`config.mk`:
```
export PLATFORM = sky130hd
export DESIGN_NAME = ffha_ram
export DESIGN_NICKNAME = d
export VERILOG_FILES = /design/src/rtl/core/ffha_ram.sv
export SDC_FILE = /design/constraint.sdc
export NUM_CORES = 1
export LEC_CHECK = 0
export BUFFER_PORTS_ARGS = -buffer_cell sky130_fd_sc_hd__buf_2
export CAP_MARGIN = 20
export CORE_UTILIZATION = 25
export CTS_CLUSTER_SIZE = 10
export DETAILED_ROUTE_END_ITERATION = 10
export GPL_ROUTABILITY_DRIVEN = 0
export SLEW_MARGIN = 10
export SYNTH_ARGS = -nofsm -noshare
export SYNTH_HDL_FRONTEND = slang
export SYNTH_SLANG_ARGS = --single-unit
```
`constraint.sdc`:
```
create_clock -name clk_i -period 3.5 [get_ports clk_i]
set_input_delay 0.35 -clock clk_i [delete_from_list [all_inputs] [get_ports clk_i]]
set_output_delay 0.35 -clock clk_i [all_outputs]
set_load 0.005 [all_outputs]
```
`src/rtl/core/ffha_ram.sv`:
```
module ffha_ram #(
  parameter int WIDTH = 8,
  parameter int DEPTH = 16,
  parameter int AW    = $clog2(DEPTH)
) (
  input  logic             clk_i,
  input  logic             we_i,
  input  logic [AW-1:0]    waddr_i,
  input  logic [WIDTH-1:0] wdata_i,
  input  logic [AW-1:0]    raddr_i,
  output logic [WIDTH-1:0] rdata_o
);

  logic [WIDTH-1:0] mem_q [DEPTH];

  always_ff @(posedge clk_i) begin
    if (we_i) begin
      mem_q[waddr_i] <= wdata_i;
    end
    rdata_o <= mem_q[raddr_i];
  end

endmodule

```
After elaboration in Yosys (flattened, before gate mapping)
Memory sizes are Yosys's and may differ from the RTL's. A register that Yosys moved wholly into a read port is not among the register bits.
Index checks and enable logic that the tools add are counted.
{"block": "op_classes", "mux": 2}
{"op": "1-bit 2-to-1 mux", "n": 2}
{"block": "word_totals", "ff_bits": 0, "ram_bits": 128, "input_bits": 18, "out_inout_bits": 8, "memories": 1}
{"name": "mem_q", "words": 16, "width": 8, "read_ports": 1, "rd_ports_with_merged_regs": 1, "wr": 1, "line_no": "14", "rtl": "logic [WIDTH-1:0] mem_q [DEPTH];"}

Longest topological paths before layout
{"block": "depth", "ltp_word": 2, "mapped_depth": 5}

Worst setup path after synthesis
OpenSTA, ideal clock, no wires.
{"block": "synth_timing", "path_type": "in2reg", "start": "in waddr_i[2]", "end": "mem mem_q[0][0] (enable)", "cell_stages": 2, "setup_time_ns": 0.383, "required_time_ns": 3.117, "slack_ns": 1.657, "arrival_time_ns": 1.460, "path_cell_list": "or3b_2 nor3_1"}
{"element": "start, declared", "line_no": "8", "rtl": "input logic [AW-1:0] waddr_i,"}
{"element": "end, declared", "line_no": "14"}
No word-level cell before the write port.

==> impl.org <==
** Status
- The run finished with clean final reports.

** Synthesis
- Syn avg cell area :: 22.5 sq um
- Synth Register Bits :: 136
- Syn Nets :: 247
- Post-synthesis instance area :: 5150 sq um
- After synthesis, flip-flops and latches occupy 77.8% of the total area.
- Synthesis produced 229 cells.
- Syn. warnings :: 0
- Count of unique library cells instantiated by Yosys :: 19

** Timing
- Counting I/O delays and the setup requirement, the final critical path takes 1.89 ns.
- Worst slew margin :: 28.7%
- Min Hold Slack :: 0.329 ns
- The clock arrives with 0.00607 ns of skew.
- Slew at the pin with the worst max-slew slack :: 1.07 ns
- Setup WS post-layout :: 1.61 ns
- RSZ-0062 raised after global routing :: no
- Summed over all failing endpoints, the final setup total negative slack is 0 ns.
- The worst path uses 54.1% of the clock period.
- Final setup vio count :: 0
- Timing would allow up to 0.528 GHz.
- Number of hold-slack violations in the final timing report :: 0
- Number of slew-limit violations in the final report :: 0

** Die
- Row count :: 52
- Die Ht :: 145 microns
- Horizontal extent of the die :: 145 microns
- The floorplan step defined a die boundary enclosing 21200 sq um.
- During I/O placement, the number of pins put on the boundary was 26.
- Initial Utilization :: 25.4%
- Floorplan core area :: 20200 sq um

** Clocking
- TritonCTS clock tree :: done
- Latest clock arrival within the worst-skew pair :: 0.41 ns
- Clock buffer count from CTS :: 17
- Resized cells post-CTS :: 0
- In this run the clock root is driven by a clkbuf_16.
- After clock tree synthesis, the clock-pin slew on the worst setup and hold paths is 0.06 ns.
- The H-tree was split into 4 levels.
- Post-CTS setup repair buffer count :: 0
- Number of buffers on the longest clock path :: 2
- Post-CTS Hold Buffers :: 0
- For this design, the sink count on the clock tree is 136.

** Routing
- Remaining antenna violation count :: 0
- Total routed wirelength :: 10.6 mm
- DR vias :: 2426
- In the final routed layout, each cell accounts on average for 19.1 microns.
- In the routed layout, each cell is associated on average with a via count of 4.39.
- Drt pass-1 iters :: 4
- Iter 0 DRT Violations :: 136
- Remaining DRCs :: 0

** Placed design
- Input/output buffers :: 25
- The HPWL after detailed placement is 6.75 mm.
- Prior to clock tree synthesis, the placed netlist has a worst setup slack of 1.16 ns.

** Critical path
- Counting cells, the worst reg-to-reg path comes to 3.
- Nature of the critical path startpoint :: primary input
- STA puts the critical path data required time at 3.79 ns.
- Critical register-to-register path endpoint :: rdata_o[7]
- Signal arrival time at the worst endpoint :: 2.18 ns
- Worst R2R Setup Slack :: 2.15 ns
- STA classifies the critical path endpoint as a register.
- Critical path fanouts, max :: 25
- The worst setup path is of the in2reg kind.
- Worst R2R Start :: mem_q[11][7]
- Crit path from :: raddr_i[0]

** Min path
- The path with the worst hold slack has its endpoint at mem_q[10][4].
- Along the worst hold path, the cell count comes to 1.
- Hold Crit Class :: in2reg
- Hold path start :: wdata_i[4]

** Global route
- The first global-routing pass estimated 16.0 mm of wire.
- Initial antenna violation count :: 0
- Vias in the first global route :: 2490
- GRT Overall Usage :: 10.5%
- Global route overflow :: 0
- Maximum number of pins on one net before global-route repair :: 33

** Power
- Peak ir drop on the vdd network :: 0.000330 V
- In this run the power density over the cells is 599 nW/um^2.
- The analysis attributes to cell leakage a power of 2.00 nW.

** Run
- Max cap viols :: 0

** Layout
- The library cells used most frequently in the layout, excluding fill and tap cells, are edfxtp_1 (128), buf_2 (25), mux4_2 (18).
- N_diodes :: 0
- Leading cell type in the layout, fill and taps excluded :: edfxtp_1
- Layout Area Growth over Synthesis :: 19.0%
- Ratio of cells with drive above 1 in the final layout :: 27.3%
- After the last flow step, the layout net total stands at 287.
==> sequential cells by signal, summed over array words and instances, names as in the netlist <==
| signal | flops |
|---|---|
| mem_q | 128 |
| rdata_o | 8 |
==> metal layers <==
layer	GRT usage (%)	vias up	share of wire [%]
li1	-	1059	-
met1	14.3	1271	47
met2	16.3	82	47
met3	2.01	14	4.6
met4	4.95	0	1.4
met5	0	-	0
==> power by group <==
part	internal, mW	switching (mW)
Combinational	0.0670	0.0955
Clock	1.06	0.614
Sequential	1.82	0.0146
==> cells by family after synthesis <==
logic type	Yosys count	synth area share (%)
flip-flops	136	77.8
AND/OR/NAND/NOR	35	3.18
multiplexers	32	15.0
AO/OA/AOI/OAI	16	2.33
buffers and inverters	10	1.68
==> worst max path at each step <==
stage | endpoint | slack (ns) | cells past startpoint
2_1_floorplan | mem_q[0][0] | 1.66 | 2
3_3_place_gp | rdata_o[2] | 1.19 | 5
3_5_place_dp | rdata_o[2] | 1.16 | 5
4_1_cts | rdata_o[2] | 1.59 | 5
5_1_grt | rdata_o[2] | 1.49 | 5
6_report | rdata_o[2] | 1.61 | 5
==> layout make-up <==
type	instances	area, sq um
Clock buffer	22	454
Clock inverter	10	104
Fill cell	1936	14100
Multi-Input combinational cell	83	1060
Sequential cell	136	4000
Tap cell	270	338
Timing Repair Buffer	31	170
==> cell usage after synthesis <==
cell,count,area [sq um]
edfxtp_1,128,3840
mux4_2,18,405
a22oi_1,16,120
mux4_1,14,368
nor2_1,13,48.8
nand2_1,9,33.8
dfxtp_1,8,160
nor3_1,4,20.0
buf_2,3,15.0
buf_6,3,33.8
clkdlybuf4s25_2,3,30.0
nand2b_1,2,12.5
nand3b_1,2,15.0
and2_1,1,6.26
and2b_1,1,7.51
buf_4,1,7.51
nand3_1,1,5.00
nor2b_1,1,6.26
or3b_2,1,8.76
==> worst max-delay path: stages <==
cell and delay (ns):
buf_2 0.65, buf_4 0.31, mux4_1 0.56, a22oi_1 0.22, nand2_1 0.07
==> through the flow <==
stage / utilization [%] / cells / total power, mW / area (sq um)
4_1_cts: 30.3 / 552 / 3.69 / 6130
3_3_place_gp: 27.5 / 520 / 2.03 / 5570
2_1_floorplan: - / 229 / 1.96 / 5150
5_1_grt: 30.3 / 552 / 3.77 / 6130
6_report: 30.3 / 552 / 3.67 / 6130
3_5_place_dp: 27.5 / 520 / 2.04 / 5570
Power figures use the tool's default switching activity.
