## src/rtl/core/ffha_pkg.sv

```systemverilog
package ffha_pkg;

  localparam int HEAP_WORDS   = 1024;
  localparam int HEADER_WORDS = 1;
  localparam int TOTAL_WORDS  = HEAP_WORDS + HEADER_WORDS;
  localparam int WORD_BYTES   = 4;
  localparam int HEADER_BYTES = HEADER_WORDS * WORD_BYTES;

  localparam int ADDR_W  = 11;
  localparam int SIZE_W  = 11;
  localparam int HDR_W   = SIZE_W + 1;
  localparam int REQ_W   = 13;
  localparam int USED_W  = 13;
  localparam int LEVEL_W = 12;
  localparam int ALU_W   = 15;

  localparam logic [USED_W-1:0]  USED_MAX    = '1;
  localparam logic [LEVEL_W-1:0] LEVEL_RESET = LEVEL_W'(3072);
  localparam logic [HDR_W-1:0]   HDR_RESET   = {1'b0, SIZE_W'(HEAP_WORDS)};

  typedef enum logic [3:0] {
    S_IDLE, S_READ, S_EVAL, S_SPLIT, S_NREAD, S_NEVAL,
    S_WRITE_P, S_PREV, S_PSUB, S_DONE
  } state_e;

  typedef enum logic [1:0] {
    ALU_ADD1, ALU_ADD_SAT, ALU_SUB_SAT
  } alu_op_e;

  typedef struct packed {
    alu_op_e          op;
    logic [ALU_W-1:0] a;
    logic [ALU_W-1:0] b;
  } alu_req_t;

endpackage

```

## src/rtl/core/ffha_alu.sv

```systemverilog
module ffha_alu (
  input  ffha_pkg::alu_req_t         req_i,
  output logic [ffha_pkg::ALU_W-1:0] res_o
);
  import ffha_pkg::*;

  logic [ALU_W:0] sum;

  always_comb begin
    sum = {1'b0, req_i.a} + {1'b0, req_i.b};
    unique case (req_i.op)
      ALU_ADD1:    res_o = req_i.a + req_i.b + ALU_W'(1);
      ALU_ADD_SAT: res_o = (sum > (ALU_W+1)'(USED_MAX)) ? ALU_W'(USED_MAX) : sum[ALU_W-1:0];
      ALU_SUB_SAT: res_o = (req_i.b >= req_i.a) ? '0 : req_i.a - req_i.b;
      default:     res_o = '0;
    endcase
  end

endmodule

```

## config.mk

```make
export PLATFORM = sky130hd
export DESIGN_NAME = ffha_alu
export DESIGN_NICKNAME = d
export VERILOG_FILES = /design/src/rtl/core/ffha_pkg.sv /design/src/rtl/core/ffha_alu.sv
export SDC_FILE = /design/constraint.sdc
export NUM_CORES = 1
export LEC_CHECK = 0
export BUFFER_PORTS_ARGS = -buffer_cell sky130_fd_sc_hd__buf_2
export CORE_MARGIN = 5
export CORE_UTILIZATION = 59
export DETAILED_ROUTE_END_ITERATION = 16
export PLACE_DENSITY = 0.82
export SLEW_MARGIN = 5
export SYNTH_ARGS = -nofsm -noshare
export SYNTH_HDL_FRONTEND = slang
export SYNTH_SLANG_ARGS = --single-unit
```

## constraint.sdc

```tcl
create_clock -name vclk -period 5.2
set_clock_uncertainty 0.2 [all_clocks]
set_input_delay 1.04 -clock vclk [all_inputs]
set_output_delay 1.04 -clock vclk [all_outputs]
set_load 0.005 [all_outputs]
```

[Word level (Yosys, flattened, before mapping)]
Index checks and enable logic that the tools add are counted.
Word-level totals
  output and inout bits: 15
  word-level logic and storage cells: 12
  flip-flop bits (word level): 0
Cells by class
  order comparisons: 2
  eq/ne operators: 2
  $add $sub $neg: 4
  multiplexer cells: 3
  reductions and logical operators: 1
Operator list (count)
  $pmux W15 S3: 1
  $mux W15: 2
  $add A15 B15 Y16: 1
  $gt A16 B13 Y1 const B: 1
  $add A15 B1 Y15 const B: 1
  $add A15 B15 Y15: 1
  $ge A15 B15 Y1: 1
  $sub A15 B15 Y15: 1
  $eq A2 B1 Y1 const B: 1
  $eq A2 B2 Y1 const B: 1
  $logic_not A2 Y1: 1

[Logic depth before layout (Yosys ltp)]
Gate-level depths: netlist (run 1).
  depth in word-level cells: 4
  gate-level depth with buffers: 11

[Worst setup path after synthesis (run 1)]
OpenSTA, ideal clock, no wires.
  path kind: input-to-output
  from: input port req_i[4] (netlist name)
  to: output port res_o[7] (netlist name)
  arrival time: 3.193 ns
  required time: 3.960 ns
  buffers on the path: 1
  slack: 0.767 ns
  stages on the path: 10
  cell sequence: inv_1 ha_1 inv_2 or4_1 o311a_1 a21bo_4 nand2_2 buf_6 a211o_1 a21o_1
Between the ends
  longest elaborated chain between the ends: 4
  elaborated cells between the ends (all ways): 9
  classes of those cells: add/sub: 4; order compare: 2; mux: 3
RTL lines
  start, declared: line ffha_alu.sv:2  | input ffha_pkg::alu_req_t req_i,
  $add A15 B15 Y16: line ffha_alu.sv:10  | sum = {1'b0, req_i.a} + {1'b0, req_i.b};
  $gt A16 B13 Y1: line ffha_alu.sv:13  | ALU_ADD_SAT: res_o = (sum > (ALU_W+1)'(USED_MAX)) ? ALU_W'(USED_MAX) : sum[ALU_W-1:0];
  $mux W15: line ffha_alu.sv:13
  $pmux W15 S3 *: line ffha_alu.sv:11  | unique case (req_i.op)
  end, declared: line ffha_alu.sv:3  | output logic [ffha_pkg::ALU_W-1:0] res_o
Mark *: on every way between the ends. The rest lies on a longest branch, timed or not.

[Final worst setup path (run 1)]
  from: input port req_i[9] (netlist name)
  to: output port res_o[2] (netlist name)
Same word-level chain as after synthesis.

==> metrics.txt, run 1 <==
routed len/inst 16.10 µm; crit path launch type input port; Max Slew Vio Count 0; Worst Path Arrival 3.76 ns; Synth Warn # 0; xor/xnor share of the synthesized area 0.05946; area of the multi-input gates 2011 µm²; post-synthesis cell type count 57; hpwl dp 5481 µm; Pwr Total 0.3137 mW; FP Rows 22; final worst path period share 0.9606; grt ovf 0; post-CTS setup buffer count 0; list of most frequent post-synthesis cells 38 x nor2_1, 32 x a21oi_1, 31 x ha_1, 28 x inv_1, 18 x o21ai_0; Vias/cell 6.401; Final Hold Viols 0; number of global-route vias before repair roughly 2,400; final setup fails 0; cts hold-fix bufs 0; Leak 1.211 nW; Core Region 3633 µm²; post-synthesis sequential area ratio 0; I/O Buffers 47; CP max FO 11; layout cells sized above 1 0.2011; Syn-to-layout area delta 14.04%; Nets roughly 440; Routed WL 6780 µm; 1st-iter DRT viols between 200 and 250; largest net degree at the start of global routing 15; clkbuf count 0; Die Span Y between 70 and 80 µm; Synth area leaders ha_1 18%, a21oi_1 7.2%, nor2_1 6.5%, inv_1 4.8%, o21ai_0 4.1%; Filler cells 342; Final TNS setup 0 ns; DR pass1 iterations 5; register area 0 µm²; PwrDens between 100 and 150 nW/µm²; min-delay worst type in2out; vias 2,695; Avg Cell Area, Syn ~6.7 µm²; antenna viol nets, final 0; critical setup path kind in2out; Cell Area, Synth roughly 2200 µm²; Post-Synthesis Cells between 300 and 400; post-cts resize count 0; area leader, netlist ha_1; Hold Startpoint req_i[30]; ANT cells 0; die width 71.20 µm; Setup crit end kind output pin; gp weighted congestion 0.9509; Slew HR 0.4258; drt drc 0; global-route wire length before repair 11,160 µm; largest family of logic cells by synthesized area compound AO/OA/AOI/OAI gates; Least-Margin Pin Slew 0.8581 ns; Max Clk Rate 200.2 MHz; worst path required time 3.96 ns; WHS Path Cells 3; DIE AREA 5069 µm²; top cell type's share of synthesized area 0.1755; effective utilization at floorplan 0.6081; IO Pins 47; status finished, final reports clean; Max-Cap Viols 0; initial antenna violation count 0; multiplexer share of the synthesized area 0.009060; Synth Net Count 398; Post-Synth Adder-Cell Area 0.2027; Synth Area in Compound Gates 0.3958; Worst Hold Path EP res_o[3]; unrepaired setup endpoints after global routing false; gr usage total 0.2611; minimum clock period 4.995 ns; seq_cells 0; Synth Area in Simple Gates 0.2429; top-count cell post-synth nor2_1; peak supply drop 0.00006178 V
-- stage by stage --
stage	setup WS, ns	cell area, µm²	util	hold slack [ns]	instances
floorplan	0.7666	2210	-	2.144	332
global placement	0.3161	2520	0.6935	2.252	421
detailed placement	0.2356	2520	0.6935	2.250	421
CTS	0.2222	2520	0.6935	2.252	421
global route	0.08438	2520	0.6935	2.271	421
finish	0.2047	2520	0.6935	2.252	421
-- cell type report --
type | count | area share
Timing Repair Buffer | 61 | 0.1351
Inverter | 29 | 0.04320
Multi-Input combinational cell | 283 | 0.7979
Tap cell | 48 | 0.02383
-- per-layer routing --
metal,routed length (µm),vias up,track usage
met4,181,0,0.07516
met1,2927,1212,0.3666
li1,-,1304,-
met3,617,20,0.02841
met2,3054,159,0.4173
met5,0,-,0
-- critical path, cell delays in order --
cell	delay (ns)
buf_2	0.09
inv_1	0.04
ha_1	0.49
nand2_1	0.07
or4_1	0.48
o311a_1	0.39
o311ai_1	0.15
nand2_2	0.30
a221o_1	0.41
a21o_1	0.17
buf_2	0.12
-- worst max path at each step --
stage / from / slack, ns / endpoint
2_1_floorplan: req_i[4] / 0.77 / res_o[7]
3_5_place_dp: req_i[9] / 0.24 / res_o[2]
3_3_place_gp: req_i[9] / 0.32 / res_o[10]
6_report: req_i[9] / 0.20 / res_o[2]
5_1_grt: req_i[4] / 0.08 / res_o[2]
4_1_cts: req_i[9] / 0.22 / res_o[2]
-- cells by family after synthesis --
| family | Yosys count |
|---|---|
| AND/OR/NAND/NOR | 107 |
| XOR/XNOR | 15 |
| multiplexers | 2 |
| buffers and inverters | 49 |
| AO/OA/AOI/OAI | 125 |
| adder cells (fa/ha/maj) | 34 |
-- power breakdown --
group | switching [mW] | internal, mW
sequential | 0 | 0
clock | 0 | 0
combinational | 0.178 | 0.135
-- cell usage in the layout, fill, tap and decap left out, drive strengths merged, types with 4 or more instances in the layout --
cell	synthesis	layout
inv	29	29
o21ai	20	20
nor4	4	4
o31a	4	4
xor2	5	5
a21oi	32	32
nand2	17	17
a221o	4	4
a211oi	6	6
a21o	9	9
a221oi	4	4
nor2	38	38
o21a	6	6
nor3	6	6
buf	8	61
o21bai	8	8
xnor2	10	10
o221ai	4	4
ha	31	31
nor2b	8	8
nand2b	10	10
nand3	6	6
Power figures use the tool's default switching activity.
==> inputs of run 2 (changes only) <==
--- a/config.mk
+++ b/config.mk
@@ -10,4 +10,5 @@
 export CORE_UTILIZATION = 59
 export DETAILED_ROUTE_END_ITERATION = 16
+export MAX_ROUTING_LAYER = met4
 export PLACE_DENSITY = 0.82
 export SLEW_MARGIN = 5
==> constraint.sdc (replaced) <==
create_clock -name vclk -period 5.2
set_clock_uncertainty 0.2 [all_clocks]
set_input_delay 0 -clock vclk [all_inputs]
set_output_delay 0 -clock vclk [all_outputs]
set_load 0.005 [all_outputs]
==> run 2 against run 1 <==
Net effect:
- combinational power decreased by 5%
- wire length increased by 1.2%
- global-route usage increased by 0.72 points
- setup slack improved by 1.6 ns
- maximum frequency increased by 48%
- cell count decreased by 3.3%
==> metrics.txt, run 2 (synthesis results as in run 1) <==
status finished, final reports clean; Hold Startpoint req_i[30]; FP Rows 22 (unchanged); Vias/cell 6.391 (-0.17%); leading cell types in the layout, fill and taps excluded 47 x buf_2, 38 x nor2_1, 32 x a21oi_1; Slew HR 0.2666 (-0.1592); die width 71.20 µm (unchanged); number of global-route vias before repair 2,324 (-2.3%); ANT cells 0 (unchanged); routed len/inst 16.85 µm (+4.6%); final worst path period share 0.6502 (-0.3105); Final Hold Viols 0 (unchanged); 1st-iter DRT viols 311 (+25%); seq_cells 0 (unchanged); Max-Cap Viols 0 (unchanged); min-delay worst type in2out; slowest CP cell mux2i_1; hpwl dp 5406 µm (-1.4%); Least-Margin Pin Slew 1.069 ns (+0.2113 ns); Worst Setup SP req_i[8]; CP max FO 13 (+2); antenna viol nets, final 0 (unchanged); Max Clk Rate 295.8 MHz (+48%); CP cell instances buf_2, inv_1, ha_1, or4_1, nand2b_1, a211oi_1, a211oi_1, mux2i_1, a21oi_1, a221o_1, buf_2; final setup fails 0 (unchanged); global-route wire length before repair 11,240 µm (+0.74%); Setup crit end kind output pin; Routed WL 6859 µm (+1.2%); effective utilization at floorplan 0.6081 (unchanged); I/O Buffers 47 (unchanged); Final TNS setup 0 ns (unchanged); Pwr Total 0.2983 mW (-4.9%); largest net degree at the start of global routing 16 (+1); layout cells sized above 1 0.1699 (-0.03116); Max Slew Vio Count 0 (unchanged); crit path launch type input port; DR pass1 iterations 5 (unchanged); initial antenna violation count 0 (unchanged); clkbuf count 0 (unchanged); drt drc 0 (unchanged); register area 0 µm² (unchanged); worst path required time 5.00 ns (+1.04 ns); minimum clock period 3.381 ns (-1.614 ns); Leak 1.143 nW (-5.6%); Syn-to-layout area delta 9.287%; gr usage total 0.2684 (+0.007248); Max stage delay on crit path 0.85 ns (+0.36 ns); PwrDens 123.5 nW/µm² (-0.79%); grt ovf 0 (unchanged); gp weighted congestion 0.9995 (+5.1%); WHS Path Cells 3 (unchanged); post-CTS setup buffer count 0 (unchanged); critical setup path kind in2out; Nets 427 (-3.2%); peak supply drop 0.00005600 V (-9.4%); vias 2,601 (-3.5%); Worst Hold Path EP res_o[3]; DIE AREA 5069 µm² (unchanged); post-cts resize count 0 (unchanged); Die Span Y 71.20 µm (unchanged); unrepaired setup endpoints after global routing false; Worst Path Arrival 3.18 ns (-0.58 ns); most common cell after layout, fill and taps aside buf_2; cts hold-fix bufs 0 (unchanged); Core Region 3633 µm² (unchanged); IO Pins 47 (unchanged)
## run 2: changes by cell type in the layout (fill, tap and decap cells not counted)
| cell | before | now |
|---|---|---|
| buf_4 | 14 | 0 |
## run 2: area by class of cell
cell class	count	area, µm²
Fill cell	352	1219
Multi-Input combinational cell	283	2011
Tap cell	48	60.06
Timing Repair Buffer	47	235.2
Inverter	29	108.9
## run 2: report_power, final
part	internal [mW]	switching (mW)
logic	0.123	0.175
clock network	0	0
registers	0	0
## run 2: layer usage
metal,share of wire,GRT usage
met5,0,-
met4,0.010,0.03132
met3,0.069,0.007102
met2,0.45,0.4286
met1,0.47,0.3861
## run 2: worst max-delay path: cells and delay by family
| kind | cells | cell delay [ns] |
|---|---|---|
| muxes | 1 | 0.85 |
| adders and majority gates | 1 | 0.45 |
| AOI/OAI and AO/OA | 4 | 0.77 |
| and+or+nand+nor | 2 | 0.84 |
| buffers and inverters | 3 | 0.25 |
## run 2: through the flow
step                      cell area, µm²  setup slack [ns]    util  hold WS [ns]  std cells
after global placement              2415             1.961  0.6646        0.1637        407
final                               2415             1.819  0.6646        0.1715        407
after CTS                           2415             1.890  0.6646        0.1701        407
after floorplan                     2210             2.847       -       0.06379        332
after global routing                2415             1.644  0.6646        0.2042        407
after detailed placement            2415             1.912  0.6646        0.1686        407
## run 2: worst max path at each step
stage / to / slack, ns / cells after the start
finish: res_o[10] / 1.82 / 11
global route: res_o[10] / 1.64 / 11
CTS: res_o[10] / 1.89 / 11
detailed placement: res_o[10] / 1.91 / 11
global placement: res_o[10] / 1.96 / 11
floorplan: res_o[7] / 2.85 / 10
